**src/sv/olt_pkg.sv**
```systemverilog
// shared types and codes for the owner lock table
package olt_pkg;

    localparam int ENTRIES_DEF = 256;

    localparam logic [1:0] CMD_LOCK   = 2'd0;
    localparam logic [1:0] CMD_UNLOCK = 2'd1;
    localparam logic [1:0] CMD_QUERY  = 2'd2;

    localparam logic [2:0] STATUS_OK          = 3'd0;
    localparam logic [2:0] STATUS_FULL        = 3'd1;
    localparam logic [2:0] STATUS_LOCKED      = 3'd2;
    localparam logic [2:0] STATUS_NOT_LOCKED  = 3'd3;
    localparam logic [2:0] STATUS_WRONG_OWNER = 3'd4;

    typedef enum logic [1:0] {
        ST_IDLE,
        ST_SCAN,
        ST_DECIDE
    } state_t;

    typedef struct packed {
        logic [31:0] file_key;
        logic [15:0] sentence;
        logic        locked;
        logic [15:0] owner;
    } entry_t;

endpackage

```
**src/sv/olt_ctrl.sv**
```systemverilog
// search sequencer with shared key compare and update decision
module olt_ctrl #(
    parameter int ENTRIES = olt_pkg::ENTRIES_DEF
) (
    input  logic                       aclk,
    input  logic                       aresetn,
    input  logic                       s_valid,
    output logic                       s_ready,
    input  logic [1:0]                 s_cmd,
    input  logic [31:0]                s_file_key,
    input  logic [15:0]                s_sentence,
    input  logic [15:0]                s_user_key,
    output logic                       m_valid,
    input  logic                       m_ready,
    output logic [2:0]                 m_status,
    output logic                       m_lock_held,
    output logic                       rd_en,
    output logic [$clog2(ENTRIES)-1:0] rd_addr,
    input  olt_pkg::entry_t            rd_data,
    output logic                       wr_en,
    output logic [$clog2(ENTRIES)-1:0] wr_addr,
    output olt_pkg::entry_t            wr_data
);

    localparam int AW = $clog2(ENTRIES);
    localparam int CW = $clog2(ENTRIES + 1);
    localparam logic [CW-1:0] FULL_COUNT = CW'(ENTRIES);

    olt_pkg::state_t state_reg, state_next;
    logic [1:0]      cmd_reg, cmd_next;
    logic [31:0]     file_reg, file_next;
    logic [15:0]     sent_reg, sent_next;
    logic [15:0]     user_reg, user_next;
    logic [CW-1:0]   issue_reg, issue_next;
    logic            chk_vld_reg, chk_vld_next;
    logic [AW-1:0]   chk_idx_reg, chk_idx_next;
    logic            hit_reg, hit_next;
    logic [AW-1:0]   hit_idx_reg, hit_idx_next;
    logic            hit_locked_reg, hit_locked_next;
    logic [15:0]     hit_owner_reg, hit_owner_next;
    logic [CW-1:0]   used_reg, used_next;
    logic            m_valid_reg, m_valid_next;
    logic [2:0]      m_status_reg, m_status_next;
    logic            m_locked_reg, m_locked_next;
    logic            key_match;
    logic            out_free;

    assign key_match = (rd_data.file_key == file_reg) && (rd_data.sentence == sent_reg);
    assign out_free  = !m_valid_reg || m_ready;
    assign s_ready   = (state_reg == olt_pkg::ST_IDLE);

    always_ff @(posedge aclk) begin
        if (!aresetn) begin
            state_reg   <= olt_pkg::ST_IDLE;
            used_reg    <= '0;
            chk_vld_reg <= 1'b0;
            m_valid_reg <= 1'b0;
        end else begin
            state_reg   <= state_next;
            used_reg    <= used_next;
            chk_vld_reg <= chk_vld_next;
            m_valid_reg <= m_valid_next;
        end
    end

    always_ff @(posedge aclk) begin
        cmd_reg        <= cmd_next;
        file_reg       <= file_next;
        sent_reg       <= sent_next;
        user_reg       <= user_next;
        issue_reg      <= issue_next;
        chk_idx_reg    <= chk_idx_next;
        hit_reg        <= hit_next;
        hit_idx_reg    <= hit_idx_next;
        hit_locked_reg <= hit_locked_next;
        hit_owner_reg  <= hit_owner_next;
        m_status_reg   <= m_status_next;
        m_locked_reg   <= m_locked_next;
    end

    always_comb begin
        state_next      = state_reg;
        cmd_next        = cmd_reg;
        file_next       = file_reg;
        sent_next       = sent_reg;
        user_next       = user_reg;
        issue_next      = issue_reg;
        chk_vld_next    = 1'b0;
        chk_idx_next    = chk_idx_reg;
        hit_next        = hit_reg;
        hit_idx_next    = hit_idx_reg;
        hit_locked_next = hit_locked_reg;
        hit_owner_next  = hit_owner_reg;
        used_next       = used_reg;
        m_valid_next    = m_valid_reg && !m_ready;
        m_status_next   = m_status_reg;
        m_locked_next   = m_locked_reg;
        rd_en           = 1'b0;
        rd_addr         = issue_reg[AW-1:0];
        wr_en           = 1'b0;
        wr_addr         = hit_idx_reg;
        wr_data         = '{file_key: file_reg, sentence: sent_reg,
                            locked: 1'b0, owner: 16'd0};

        case (state_reg)
            olt_pkg::ST_IDLE: begin
                if (s_valid) begin
                    cmd_next   = s_cmd;
                    file_next  = s_file_key;
                    sent_next  = s_sentence;
                    user_next  = s_user_key;
                    issue_next = '0;
                    hit_next   = 1'b0;
                    if (s_cmd inside {olt_pkg::CMD_LOCK, olt_pkg::CMD_UNLOCK,
                                      olt_pkg::CMD_QUERY}) begin
                        state_next = olt_pkg::ST_SCAN;
                    end else begin
                        state_next = olt_pkg::ST_DECIDE;
                    end
                end
            end

            olt_pkg::ST_SCAN: begin
                if (chk_vld_reg && key_match) begin
                    hit_next        = 1'b1;
                    hit_idx_next    = chk_idx_reg;
                    hit_locked_next = rd_data.locked;
                    hit_owner_next  = rd_data.owner;
                    state_next      = olt_pkg::ST_DECIDE;
                end else if (issue_reg < used_reg) begin
                    rd_en        = 1'b1;
                    issue_next   = issue_reg + 1'b1;
                    chk_vld_next = 1'b1;
                    chk_idx_next = issue_reg[AW-1:0];
                end else if (!chk_vld_reg) begin
                    state_next = olt_pkg::ST_DECIDE;
                end
            end

            olt_pkg::ST_DECIDE: begin
                if (out_free) begin
                    state_next    = olt_pkg::ST_IDLE;
                    m_valid_next  = 1'b1;
                    m_status_next = olt_pkg::STATUS_OK;
                    m_locked_next = 1'b0;
                    case (cmd_reg)
                        olt_pkg::CMD_LOCK: begin
                            if (hit_reg) begin
                                if (hit_locked_reg) begin
                                    m_status_next = olt_pkg::STATUS_LOCKED;
                                end else begin
                                    wr_en          = 1'b1;
                                    wr_data.locked = 1'b1;
                                    wr_data.owner  = user_reg;
                                end
                            end else if (used_reg == FULL_COUNT) begin
                                m_status_next = olt_pkg::STATUS_FULL;
                            end else begin
                                wr_en          = 1'b1;
                                wr_addr        = used_reg[AW-1:0];
                                wr_data.locked = 1'b1;
                                wr_data.owner  = user_reg;
                                used_next      = used_reg + 1'b1;
                            end
                        end
                        olt_pkg::CMD_UNLOCK: begin
                            if (hit_reg) begin
                                if (!hit_locked_reg) begin
                                    m_status_next = olt_pkg::STATUS_NOT_LOCKED;
                                end else if (hit_owner_reg != user_reg) begin
                                    m_status_next = olt_pkg::STATUS_WRONG_OWNER;
                                end else begin
                                    wr_en = 1'b1;
                                end
                            end else if (used_reg == FULL_COUNT) begin
                                m_status_next = olt_pkg::STATUS_FULL;
                            end else begin
                                wr_en         = 1'b1;
                                wr_addr       = used_reg[AW-1:0];
                                used_next     = used_reg + 1'b1;
                                m_status_next = olt_pkg::STATUS_NOT_LOCKED;
                            end
                        end
                        olt_pkg::CMD_QUERY: begin
                            m_locked_next = hit_reg && hit_locked_reg;
                        end
                        default: begin
                            m_locked_next = 1'b0;
                        end
                    endcase
                end
            end

            default: begin
                state_next = olt_pkg::ST_IDLE;
            end
        endcase
    end

    assign m_valid     = m_valid_reg;
    assign m_status    = m_status_reg;
    assign m_lock_held = m_locked_reg;

    a_used_bound: assert property (@(posedge aclk) disable iff (!aresetn)
        used_reg <= FULL_COUNT)
        else $error("entry count beyond table size");

    a_write_in_decide: assert property (@(posedge aclk) disable iff (!aresetn)
        wr_en |-> (state_reg == olt_pkg::ST_DECIDE) && out_free)
        else $error("table write outside decision step");

    a_used_step: assert property (@(posedge aclk) disable iff (!aresetn)
        $past(aresetn) && (used_reg != $past(used_reg))
            |-> (used_reg == $past(used_reg) + 1'b1))
        else $error("entry count moved by more than one");

    a_hold_on_stall: assert property (@(posedge aclk) disable iff (!aresetn)
        (state_reg == olt_pkg::ST_DECIDE) && m_valid_reg && !m_ready
            |=> (state_reg == olt_pkg::ST_DECIDE) && $stable(used_reg))
        else $error("result overwritten while stalled");

endmodule

```
**config.mk**
```make
export PLATFORM = sky130hd
export DESIGN_NAME = olt_ctrl
export DESIGN_NICKNAME = d
export VERILOG_FILES = /design/src/sv/olt_pkg.sv /design/src/sv/olt_ctrl.sv
export SDC_FILE = /design/constraint.sdc
export NUM_CORES = 1
export LEC_CHECK = 0
export BUFFER_PORTS_ARGS = -buffer_cell sky130_fd_sc_hd__buf_2
export CAP_MARGIN = 15
export CORE_MARGIN = 10
export CORE_UTILIZATION = 44
export CTS_CLUSTER_SIZE = 25
export DETAILED_ROUTE_END_ITERATION = 8
export GPL_TIMING_DRIVEN = 1
export PLACE_DENSITY = 0.76
export SLEW_MARGIN = 25
export SYNTH_ARGS = -nofsm -noshare
export SYNTH_HDL_FRONTEND = slang
export SYNTH_SLANG_ARGS = --single-unit
```
**constraint.sdc**
```tcl
create_clock -name aclk -period 2.8 [get_ports aclk]
set_clock_uncertainty 0.15 [all_clocks]
set_input_delay 0.42 -clock aclk [delete_from_list [all_inputs] [get_ports aclk]]
set_output_delay 0.42 -clock aclk [all_outputs]
set_load 0.05 [all_outputs]
```
==> flow_summary_export.csv, run 1 <==
group,metric,value,unit
global_routing,track_usage,17.9,%
drt,drt.antenna.violating_nets,0,
global_routing,first_pass_grt_wire_length,24200,um
clock_tree,cts_tree,"built",
critical_path,cpLargestDelayFamily,"compound AO/OA/AOI/OAI gates",
cells_and_area,design_area,0.00765,mm2
die,fp.dieArea,0.0174,mm2
clock_tree,cts_root_buf,"sky130_fd_sc_hd__clkbuf_16",
power_and_ir_drop,cellPowerDensity,774,mW/mm2
synth,netlist_instances,394,
critical_path,arrival,2.22,ns
timing,fin_crit_sh,99.5,%
placement,routabilityCongestion,0.815,
placement,placed_cells_incl_taps,785,
critical_path,criticalPathCategory,"reg -> out",
drt,firstDrtPassIters,4,
synth,syn_nets,540,
global_routing,gr-total-overflow,0,
global_routing,grt_antenna_before_repair,0,
synth,synth-async-reset-ratio,0,%
timing,final_hold_viol_count,0,
clock_tree,hold_buffers,0,
die,floorplan.initialDensity,45.3,%
critical_path,cp-start-kind,"flip-flop",
placement,port-buffer-count,223,
die,num_io_pins,224,
cells_and_area,fin_cells,822,
synth,synth_top_area_cell,"sky130_fd_sc_hd__edfxtp_1",
timing,min_period,2.79,ns
critical_path,critPathBufInv,1,
cells_and_area,final_cell_utilization_of_the_core,62.9,%
die,core_area,0.0122,mm2
clock_tree,cts-buffers-inserted,17,
clock_tree,clk-insertion-delay-late,0.41,ns
global_routing,vias_in_the_first_global_route,4432,
synth,synth_cell_type_count,42,
synth,synth_edf_count,113,
die,fp.dieW,132,um
drt,vias_after_detailed_routing,4086,
clock_tree,path_clk_slew,0.05,ns
timing,setup_viol,0,
drt,wire_per_inst,19.3,um
outcome,outcome,"finished, final reports clean",
timing,timing.final.max_slew_violations,0,
synth,netlist_top_cells_count,"sky130_fd_sc_hd__edfxtp_1 (113), sky130_fd_sc_hd__xor2_1 (50), sky130_fd_sc_hd__xnor2_1 (25)",
critical_path,worst_path_largest_cell_delay,0.45,ns
critical_path,worstPathRequired,2.23,ns
clock_tree,ctsLongestPathBuffers,2,
cells_and_area,largest_register_ff_count,32,
drt,detail_route.wirelength,15900,um
cells_and_area,flow.area_growth_from_synthesis,38.7,%
cells_and_area,drive_gt1_share,45.0,%
clock_tree,cts.htree.levels,4,
synth,ys_top_cells_by_area,"sky130_fd_sc_hd__edfxtp_1 (62%), sky130_fd_sc_hd__xor2_1 (7.9%), sky130_fd_sc_hd__dfxtp_1 (4.7%)",
synth,ys_dominant_reg_cell,"sky130_fd_sc_hd__edfxtp_1",
placement,placedInstanceArea,0.00689,mm2
critical_path,timing.critical_path.fanout_max,2,
cells_and_area,diodes,0,
synth,avgSynthCellArea,14.0,um2
die,die_height,132,um
timing,rsz0062_at_grt,"true",
drt,via_per_inst,4.97,
synth,postSynthRegisterBits,126,
power_and_ir_drop,ir_worst_vdd,490,uV
global_routing,pin_count_of_the_biggest_net_entering_global_routing,27,
critical_path,slowest_stage_cell_cp,"sky130_fd_sc_hd__edfxtp_1",
die,std_cell_rows,40,
cells_and_area,layout.filler_cells,932,
power_and_ir_drop,p_leak,3.13,nW
drt,detail_route.drc_violations,0,
clock_tree,clock_sink_count,126,
run,maxCapViolCount,0,
timing,max-slew-margin-rel,56.9,%
synth,synth_most_common_cell,"sky130_fd_sc_hd__edfxtp_1",
synth,post_synth_instance_area,0.00551,mm2
drt,drt-initial-drc-count,213,
critical_path,critPathCaptureType,"output pin",
critical_path,cp_cell_sequence,"ha_4 > a21o_1 > a2111oi_2 > o21a_1 > o21ai_2 > nor2_2 > buf_6",
cells_and_area,finalNetCount,789,
synth,synth_seq_area_share,66.3,%
synth,synthDominantCellAreaShare,61.6,%
min_path,worst_hold_path_type,"in -> reg",
synth,synth-warning-count,0,
timing,max_freq,359,MHz
timing,worstMarginPinSlew,0.646,ns
placement,final_hpwl_dp,12400,um
[worst paths after layout]
| kind | start | to | slack (ns) | cells past startpoint |
|---|---|---|---|---|
| hold / removal | s_file_key[0] | file_reg[0]$_DFFE_PP_ | 0.03 | 1 |
| setup / recovery | issue_reg[5]$_SDFFCE_PN0P_ | rd_en | 0.01 | 7 |
| hold reg to reg | chk_idx_reg[2]$_DFFE_PP_ | hit_idx_reg[2]$_DFFE_PP_ | 0.27 | 0 |
| setup reg to reg | file_reg[0]$_DFFE_PP_ | hit_owner_reg[9]$_DFFE_PP_ | 0.32 | 7 |
[layout by cell type, fill, tap and decap left out, types with 8 or more instances in the layout]
| cell | instances |
|---|---|
| sky130_fd_sc_hd__clkbuf_16 | 17 |
| sky130_fd_sc_hd__dfxtp_1 | 8 |
| sky130_fd_sc_hd__nand3_1 | 9 |
| sky130_fd_sc_hd__xnor2_1 | 25 |
| sky130_fd_sc_hd__inv_1 | 11 |
| sky130_fd_sc_hd__buf_2 | 205 |
| sky130_fd_sc_hd__and2_1 | 22 |
| sky130_fd_sc_hd__nand2_1 | 16 |
| sky130_fd_sc_hd__nor4_1 | 9 |
| sky130_fd_sc_hd__ha_1 | 9 |
| sky130_fd_sc_hd__xor2_1 | 50 |
| sky130_fd_sc_hd__nor2_1 | 15 |
| sky130_fd_sc_hd__nand4_1 | 10 |
| sky130_fd_sc_hd__buf_4 | 31 |
| sky130_fd_sc_hd__edfxtp_1 | 113 |
| sky130_fd_sc_hd__o21ai_0 | 14 |
[per-layer routing]
| metal | vias to the layer above | part of all wire, % | track usage [%] | wire length (um) |
|---|---|---|---|---|
| met5 | - | 0 | 0 | 0 |
| met4 | 0 | 2.4 | 8.10 | 380 |
| met3 | 25 | 8.8 | 7.58 | 1400 |
| met2 | 187 | 52 | 30.8 | 8230 |
| met1 | 1941 | 37 | 18.5 | 5870 |
| li1 | 1933 | - | - | - |
[report_power, final]
part	switching, mW	internal (mW)
registers	0.163	2.34
logic	0.971	0.438
clock network	0.739	1.27
[metrics by stage]
stage | setup slack, ns | power [mW] | hold slack (ns) | setup TNS [ns]
2_1_floorplan | -0.350 | 3.45 | 0.250 | -2.81
3_3_place_gp | 0.247 | 3.84 | 0.252 | 0
3_5_place_dp | 0.190 | 3.87 | 0.255 | 0
4_1_cts | 0.00128 | 5.94 | 0.00980 | 0
5_1_grt | -0.0621 | 6.16 | 0.0113 | -0.111
6_report | 0.0145 | 5.92 | 0.0270 | 0
[repair_timing]
action                     4_1_cts  5_1_grt
pin swaps                        5        7
setup buffers                    5        3
resized for setup               17       45
setup endpoints to repair       21       25
[cell families (layout without fill, tap and decap cells)]
kind of cell | Yosys count | count (layout) | share of synthesized area, %
xor gates and xnor gates | 75 | 75 | 11.9
DFF | 126 | 126 | 66.3
and+or+nand+nor | 112 | 112 | 11.9
buffers and inverters | 27 | 287 | 2.59
adders and majority gates | 11 | 11 | 2.50
AOI/OAI and AO/OA | 43 | 43 | 4.83
[area by class of cell]
cell class	count	area, um2	area share (%)
Tap cell	168	210	2.75
Sequential cell	126	3660	47.9
Inverter	13	52.6	0.687
Clock inverter	12	104	1.36
Clock buffer	18	429	5.61
Timing Repair Buffer	244	1380	18.0
Multi-Input combinational cell	241	1820	23.7
Note: power is estimated with default switching activity, not from simulation.
==> inputs of run 2 (changes only) <==
- CAP_MARGIN: 15 -> 20
- PLACE_DENSITY: 0.76 -> 0.77
==> flow_summary_export.csv, run 2 (synthesis gave the netlist of run 1 again) <==
group,metric,value,unit
outcome,outcome,"finished, final reports clean",
drt,via_per_inst,4.90,
timing,min_period,2.79,ns
clock_tree,clk-insertion-delay-late,0.41,ns
clock_tree,cts_tree,"built",
placement,final_hpwl_dp,12500,um
critical_path,arrival,2.22,ns
drt,detail_route.drc_violations,0,
clock_tree,cts.htree.levels,4,
critical_path,cpLargestDelayFamily,"simple AND/OR/NAND/NOR gates",
critical_path,cp_cell_sequence,"xor2_1 > nor4_1 > nand3_1 > nor4_4 > nor2_2 > buf_6",
drt,wire_per_inst,18.8,um
clock_tree,path_clk_slew,0.05,ns
power_and_ir_drop,ir_worst_vdd,525,uV
cells_and_area,drive_gt1_share,43.5,%
timing,setup_viol,0,
critical_path,regToRegSetupSlack,0.24,ns
timing,fin_crit_sh,99.6,%
min_path,min_path_cells,1,
critical_path,worst_path_largest_cell_delay,0.42,ns
placement,placed_cells_incl_taps,786,
die,std_cell_rows,40,
global_routing,pin_count_of_the_biggest_net_entering_global_routing,44,
clock_tree,ctsLongestPathBuffers,2,
die,floorplan.initialDensity,45.3,%
critical_path,critPathCaptureType,"output pin",
clock_tree,cts-buffers-inserted,17,
critical_path,worst_r2r_endpoint,"hit_idx_reg[2]$_DFFE_PP_",
critical_path,r2r.worst_path.cells,7,
clock_tree,cts_root_buf,"sky130_fd_sc_hd__clkbuf_16",
global_routing,vias_in_the_first_global_route,4436,
clock_tree,clock_sink_count,126,
global_routing,gr-total-overflow,0,
cells_and_area,mostFrequentLayoutCell,"sky130_fd_sc_hd__buf_2",
critical_path,worstPathRequired,2.23,ns
cells_and_area,final_cell_utilization_of_the_core,62.2,%
timing,worstMarginPinSlew,0.597,ns
power_and_ir_drop,power.total,5.98,mW
placement,routabilityCongestion,0.950,
die,core_area,0.0122,mm2
critical_path,r2r-start,"sent_reg[7]$_DFFE_PP_",
cells_and_area,diodes,0,
critical_path,criticalPathCategory,"reg -> out",
run,maxCapViolCount,0,
critical_path,critPathBufInv,1,
cells_and_area,flow.area_growth_from_synthesis,37.1,%
timing,final_hold_viol_count,0,
timing,max-slew-margin-rel,60.2,%
die,num_io_pins,224,
timing,max_freq,359,MHz
cells_and_area,final_cell_mix,"sky130_fd_sc_hd__buf_2 (216), sky130_fd_sc_hd__edfxtp_1 (113), sky130_fd_sc_hd__xor2_1 (50)",
timing,timing.final.max_slew_violations,0,
drt,detail_route.wirelength,15500,um
critical_path,worstSetupStartpoint,"sent_reg[7]$_DFFE_PP_",
drt,vias_after_detailed_routing,4043,
die,fp.dieW,132,um
cells_and_area,finalNetCount,792,
min_path,min_from,"s_sentence[4]",
placement,port-buffer-count,223,
cells_and_area,largest_register_ff_count,32,
min_path,worst_hold_path_type,"in -> reg",
min_path,hold_path_end,"sent_reg[4]$_DFFE_PP_",
critical_path,timing.critical_path.fanout_max,2,
drt,drt-initial-drc-count,241,
critical_path,cp-start-kind,"flip-flop",
global_routing,grt_antenna_before_repair,0,
drt,drt.antenna.violating_nets,0,
die,die_height,132,um
critical_path,slowest_stage_cell_cp,"sky130_fd_sc_hd__nor4_1",
die,fp.dieArea,0.0174,mm2
drt,firstDrtPassIters,5,
global_routing,first_pass_grt_wire_length,24300,um
timing,rsz0062_at_grt,"true",
global_routing,track_usage,18.0,%
cells_and_area,fin_cells,825,
power_and_ir_drop,cellPowerDensity,791,mW/mm2
power_and_ir_drop,p_leak,3.12,nW
-- run 2: layer usage --
layer,GRT usage [%],wire [um],part of all wire [%],vias to the layer above
met1,18.1,5750,37,1904
met3,8.54,1370,8.8,19
li1,-,-,-,1938
met4,7.48,296,1.9,0
met2,31.0,8120,52,182
met5,0,0,0,-
-- run 2: worst max-delay path by stage --
stage                     cells past startpoint  slack [ns]          to
after floorplan                               5       -0.35  wr_addr[0]
after global placement                        7        0.05       rd_en
after detailed placement                      7        0.06       rd_en
after CTS                                     7       -0.03       rd_en
after global routing                          6       -0.12       rd_en
final                                         6        0.01       rd_en
-- run 2: where the power goes --
part	switching (mW)	internal [mW]	leakage (nW)
combinational	0.955	0.418	1.68
sequential	0.162	2.34	1.17
clock	0.735	1.38	0.272
total	1.85	4.13	3.12
-- run 2: worst register-to-register path, stage by stage, from the launching register on --
cell	delay (ns)
sky130_fd_sc_hd__edfxtp_1	0.41
sky130_fd_sc_hd__xor2_1	0.19
sky130_fd_sc_hd__nor4_1	0.42
sky130_fd_sc_hd__nand3_1	0.20
sky130_fd_sc_hd__nor4_4	0.33
sky130_fd_sc_hd__buf_4	0.21
sky130_fd_sc_hd__and2_2	0.18
sky130_fd_sc_hd__buf_4	0.18
-- run 2: through the flow --
step	hold WS, ns	setup TNS [ns]	worst slack [ns]	cell area [um2]
floorplan	0.250	-2.81	-0.350	5520
global placement	0.254	0	0.0528	6880
detailed placement	0.257	0	0.0550	6880
CTS	0.0103	-0.0319	-0.0319	7490
global route	0.00556	-0.222	-0.117	7560
finish	0.0265	0	0.0116	7560
-- run 2: repair_timing --
item                                    CTS  global route
endpoints found under the hold margin     0             0
endpoints found under the setup margin    1            26
resized for setup                         8            10
buffers inserted                          4             5
hold buffers                              0             0
pin swaps                                 5             9
-- run 2: cell type report --
type | instances | area (um2)
Tap cell | 168 | 210
Fill cell | 966 | 4600
Multi-Input combinational cell | 241 | 1750
Sequential cell | 126 | 3650
Inverter | 13 | 52.6
Timing Repair Buffer | 247 | 1330
Clock buffer | 21 | 440
Clock inverter | 9 | 120
